==> src/design/lapet_pkg.sv <==
// ----------------------------------------------------------------------------
// lapet_pkg: shared types and constants of the Laplacian edge threshold block
// Result record, queue push record, configuration register codes, gray
// weights and output levels.
// ----------------------------------------------------------------------------
package lapet_pkg;

  localparam int PIX_W      = 8;
  localparam int X_W        = 10;
  localparam int Y_W        = 12;
  localparam int CFG_IDX_W  = 2;
  localparam int CFG_DATA_W = 13;
  localparam int FW_W       = 11;
  localparam int FH_W       = 13;
  localparam int THR_W      = 11;
  localparam int LAP_W      = 12;
  localparam int GSUM_W     = 16;

  // Gray weights in 1/256 units: 0.299, 0.587, 0.114.
  localparam logic [PIX_W-1:0] GRAY_KR = 8'd77;
  localparam logic [PIX_W-1:0] GRAY_KG = 8'd150;
  localparam logic [PIX_W-1:0] GRAY_KB = 8'd29;

  localparam logic [PIX_W-1:0] LEVEL_LOW  = 8'd0;
  localparam logic [PIX_W-1:0] LEVEL_HIGH = 8'd255;

  localparam logic [FW_W-1:0]  WIDTH_RESET  = 11'd1024;
  localparam logic [FH_W-1:0]  HEIGHT_RESET = 13'd768;
  localparam logic [THR_W-1:0] THR_RESET    = 11'd0;

  localparam int QUEUE_DEPTH = 4;
  localparam int Q_PTR_W     = 2;
  localparam int Q_CNT_W     = 3;

  typedef enum logic [CFG_IDX_W-1:0] {
    CFG_FRAME_WIDTH    = 2'd0,
    CFG_FRAME_HEIGHT   = 2'd1,
    CFG_EDGE_THRESHOLD = 2'd2
  } cfg_idx_t;

  typedef struct packed {
    logic [X_W-1:0]   x;
    logic [Y_W-1:0]   y;
    logic [PIX_W-1:0] level;
    logic             frame_done;
  } result_t;

  typedef struct packed {
    logic    en;
    result_t res;
  } push_t;

endpackage

==> src/design/lapet_outq.sv <==
// ----------------------------------------------------------------------------
// lapet_outq: result queue
// Four-entry queue that takes up to two results per cycle and hands out one
// result per beat on the output channel.
// ----------------------------------------------------------------------------
module lapet_outq (
  input  logic                clk,
  input  logic                rst_n,
  input  lapet_pkg::push_t    push_a,
  input  lapet_pkg::push_t    push_b,
  output logic                room,
  output logic                out_valid,
  input  logic                out_stall,
  output lapet_pkg::result_t  head
);

  lapet_pkg::result_t                   entry_r [lapet_pkg::QUEUE_DEPTH];
  logic [lapet_pkg::Q_PTR_W-1:0]        wr_ptr_r, wr_ptr_nxt, wr_next;
  logic [lapet_pkg::Q_PTR_W-1:0]        rd_ptr_r, rd_ptr_nxt;
  logic [lapet_pkg::Q_CNT_W-1:0]        count_r, count_nxt;
  logic [1:0]                           n_push;
  logic                                 pop;

  assign n_push    = {1'b0, push_a.en} + {1'b0, push_b.en};
  assign out_valid = (count_r != '0);
  assign pop       = out_valid & ~out_stall;
  assign head      = entry_r[rd_ptr_r];
  // Room for two pushes is judged on the registered count alone, so the
  // input side never waits on the output stall combinationally.
  assign room      = (count_r <= lapet_pkg::Q_CNT_W'(lapet_pkg::QUEUE_DEPTH - 2));
  assign wr_next   = wr_ptr_r + 1'b1;

  always_comb begin
    wr_ptr_nxt = wr_ptr_r + lapet_pkg::Q_PTR_W'(n_push);
    rd_ptr_nxt = rd_ptr_r + lapet_pkg::Q_PTR_W'(pop);
    count_nxt  = count_r + lapet_pkg::Q_CNT_W'(n_push) - lapet_pkg::Q_CNT_W'(pop);
  end

  always_ff @(posedge clk) begin
    if (!rst_n) begin
      wr_ptr_r <= '0;
      rd_ptr_r <= '0;
      count_r  <= '0;
    end else begin
      wr_ptr_r <= wr_ptr_nxt;
      rd_ptr_r <= rd_ptr_nxt;
      count_r  <= count_nxt;
    end
  end

  always_ff @(posedge clk) begin
    if (push_a.en | push_b.en) begin
      entry_r[wr_ptr_r] <= push_a.en ? push_a.res : push_b.res;
    end
    if (push_a.en & push_b.en) begin
      entry_r[wr_next] <= push_b.res;
    end
  end

endmodule

==> config.mk <==
export PLATFORM = sky130hd
export DESIGN_NAME = lapet_outq
export DESIGN_NICKNAME = d
export VERILOG_FILES = /design/src/design/lapet_pkg.sv /design/src/design/lapet_outq.sv
export SDC_FILE = /design/constraint.sdc
export NUM_CORES = 1
export LEC_CHECK = 0
export BUFFER_PORTS_ARGS = -buffer_cell sky130_fd_sc_hd__buf_4
export CORE_AREA = 5 5 176 178
export DETAILED_ROUTE_END_ITERATION = 7
export DIE_AREA = 0 0 181 183
export GPL_TIMING_DRIVEN = 0
export MAX_ROUTING_LAYER = met4
export PLACE_DENSITY_LB_ADDON = 0.3
export SLEW_MARGIN = 20
export SYNTH_ARGS = -nofsm -noshare
export SYNTH_HDL_FRONTEND = slang
export SYNTH_SLANG_ARGS = --single-unit
==> constraint.sdc <==
create_clock -name clk -period 8 [get_ports clk]
set_input_delay 1.6 -clock clk [delete_from_list [all_inputs] [get_ports clk]]
set_output_delay 1.6 -clock clk [all_outputs]
set_load 0.1 [all_outputs]
==> flow_summary.json <==
{
  "status": "completed",
  "cts_hold_buf": 0,
  "worstPathCellList": "buf_4 -> buf_2 -> clkbuf_1 -> inv_1 -> ha_1 -> inv_1 -> ha_1 -> inv_1 -> ha_1 -> fa_1 -> xnor3_1 -> nor2b_1",
  "fp.dieH_um": 183,
  "min_path_cells": 2,
  "vdd_drop_max_mv": 0.2487,
  "grt_setup_unrepaired": "false",
  "hp-class": "flip-flop to flip-flop",
  "synth_top_area_frac": 0.5417,
  "min_period_ns": 3.871,
  "slowest_delay_ns": 0.53,
  "cts_resized": 0,
  "drv_slew": 0,
  "syn_to_final_growth_pct": 27.59,
  "syn_avg_cell_area_um2": 13.67,
  "synth_compound_area_frac": 0.1616,
  "drt-total-wl_mm": 22.63,
  "period_share": 0.4838,
  "crit_family": "adder cells",
  "drt_iter0_markers": 503,
  "portBuffers": 99,
  "synth_area_leaders": "edfxtp_1 54%, o221ai_1 16%, mux4_2 10%",
  "post_cts_buffers": 0,
  "yosys.area_share.simple": 0.1083,
  "slowest_stage": "clkbuf_1",
  "power-per-cell-area_nw_per_um2": 331.8,
  "hpwl_mm": 15.24,
  "cts_tree": "built",
  "yosys_warnings": 0,
  "cp-start-kind": "primary input",
  "fillers": 2964,
  "setup_viol": 0,
  "syn_nets": 578,
  "grt_antenna_before_repair": 1,
  "ios": 100,
  "grt_pass1_vias": 5473,
  "cts_inserted_buffers": 17,
  "min_from": "wr_ptr_r[0]",
  "netlist_area_um2": 6874,
  "ff2ff_path_depth": 8,
  "grt_start_max_net_pins": 32,
  "synth-xor-area-share": 0.007827,
  "r2r_start": "count_r[2]",
  "ant_nets": 0,
  "cp.depth": 12,
  "clk_latency_ns": 0.42,
  "nets": 701,
  "ys_seq_area_frac": 0.5621,
  "layout-drive-gt1-share": 0.3176,
  "holdPathEnd": "wr_ptr_r[0]",
  "hold_viol": 0,
  "cts_max_level": 4,
  "drc_errors": 0,
  "maxCapViolCount": 0,
  "yosys_register_bits": 131,
  "cts_buffer_depth": 2,
  "firstDrtPassIters": 6,
  "cts_root_buf": "clkbuf_16",
  "power.leakage_uw": 0.003068,
  "relSlewSlack": 0.3467,
  "end_kind": "flip-flop",
  "core_area_um2": 29240,
  "muxShareOfSynthArea": 0.1016,
  "die_area_um2": 33120,
  "overflow": 0,
  "fmax_mhz": 258.4,
  "rows": 63,
  "ys_types": 27,
  "hold_slack_ns": 0.5808,
  "crit_buf_inv": 6,
  "post_drt_wl_per_cell_um": 22.03,
  "cts.sinks": 131,
  "crit_arrival_ns": 4.23,
  "crit_type": "primary input to flip-flop",
  "die_x_um": 181,
  "vias": 5207,
  "initial_core_util": 0.2351,
  "finClkSkew_ns": 0.008714,
  "grt_pass1_wl_mm": 33.69,
  "crit_required_ns": 8.36,
  "synth_top_family_by_area": "compound AO/OA/AOI/OAI gates",
  "yosysTopAreaCell": "edfxtp_1",
  "place.gp.congestion": 0.7973,
  "p_total_uw": 2910,
  "path_clk_slew_ns": 0.06,
  "r2r-end": "count_r[2]",
  "synth_fa_ha_area_frac": 0.01565,
  "tightest_slew_ns": 0.9800,
  "critical_path.max_fanout": 10,
  "syn_inst": 503,
  "grt_use_total": 0.1403,
  "reg2reg_slack_ns": 5.70,
  "viasPerCell": 5.070
}
-- stage by stage --
stage | instances | setup TNS [ns] | area (um^2) | setup slack (ns) | utilization
after detailed placement | 997 | 0 | 8247 | 3.658 | 0.2820
after floorplan | 503 | 0 | 6874 | 2.785 | -
after global placement | 992 | -11.54 | 8105 | -0.3735 | 0.2772
final | 1027 | 0 | 8771 | 4.129 | 0.2999
after CTS | 1026 | 0 | 8768 | 4.088 | 0.2998
after global routing | 1027 | 0 | 8771 | 3.951 | 0.2999
-- synth_stat cells --
cell type  count
o221ai_1     124
nand2_1       63
clkbuf_1      15
inv_1          8
buf_6          3
a21oi_1        2
and3b_1        2
edfxtp_1     124
buf_2         29
xnor3_1        2
nand2b_1      64
a21o_1         1
mux4_2        31
and3_1         1
nor3_1         1
a21boi_0       1
and2_1         5
buf_4          4
nor3b_2        1
ha_1           7
or3_1          1
nor2_1         1
xor2_1         1
or2_2          1
fa_1           1
nor2b_1        3
dfxtp_1        7
-- metal layers --
layer / global-route usage / share of wire / vias up
met5: - / 0 / -
met4: 0.04473 / 0.020 / 0
met3: 0.03649 / 0.076 / 33
met2: 0.2254 / 0.48 / 233
met1: 0.1747 / 0.42 / 2591
li1: - / - / 2350
-- cell families (layout without fill, tap and decap cells) --
group | after synthesis | after routing
muxes | 31 | 31
DFF | 131 | 131
buffers and inverters | 59 | 192
adders and majority gates | 8 | 8
other | 0 | 1
AOI/OAI and AO/OA | 128 | 128
xor gates and xnor gates | 3 | 3
and+or+nand+nor | 143 | 143
-- power by group --
group / internal [uW] / switching [uW]
combinational: 364 / 939
clock: 419 / 286
sequential: 873 / 28.7
total: 1660 / 1250
-- flip-flops by register name (all words and copies together) (netlist names) --
register / flops
count_r: 3
wr_ptr_r: 2
entry_r: 124
rd_ptr_r: 2
-- how the worst max path moves through the flow --
stage	to	start	slack, ns
6_report	count_r[2]	push_a[31]	4.13
5_1_grt	count_r[2]	push_a[31]	3.95
4_1_cts	count_r[2]	push_a[31]	4.09
3_5_place_dp	count_r[2]	push_a[31]	3.66
3_3_place_gp	entry_r[3][26]	push_a[31]	-0.37
2_1_floorplan	entry_r[3][0]	push_a[31]	2.78
-- area by class of cell --
| type | count | area, um^2 | share of cell area |
|---|---|---|---|
| buffer | 51 | 265.3 | 0.03024 |
| tap | 390 | 488.0 | 0.05563 |
| sequential | 131 | 3864 | 0.4405 |
| inverter | 8 | 30.03 | 0.003424 |
| antenna | 1 | 2.502 | 0.0002853 |
| multi-input combinational | 313 | 2739 | 0.3123 |
| timing repair buffer | 104 | 860.8 | 0.09815 |
| clock buffer | 19 | 432.9 | 0.04936 |
| clock inverter | 10 | 88.84 | 0.01013 |
-- placed cells by master (no fill, tap or decap), types with 2 or more instances in the layout --
master | synthesis | routed
o221ai_1 | 124 | 124
buf_4 | 4 | 103
edfxtp_1 | 124 | 124
nand2b_1 | 64 | 64
mux4_2 | 31 | 31
clkinvlp_4 | 0 | 3
buf_2 | 29 | 29
clkbuf_1 | 15 | 17
buf_6 | 3 | 3
buf_16 | 0 | 3
inv_1 | 8 | 8
and2_1 | 5 | 5
xnor3_1 | 2 | 2
ha_1 | 7 | 7
clkinv_2 | 0 | 3
nor2b_1 | 3 | 3
clkbuf_16 | 0 | 17
nand2_1 | 63 | 63
and3b_1 | 2 | 2
dfxtp_1 | 7 | 7
-- worst reg2reg max path: stages, from the launching register on --
cell and delay, ns:
dfxtp_1 0.32, or3_1 0.39, nor2b_1 0.20, ha_1 0.29, inv_1 0.04, ha_1 0.18, fa_1 0.39, xnor3_1 0.34
nor2b_1 0.10
Note: power is estimated with default switching activity, not from simulation.
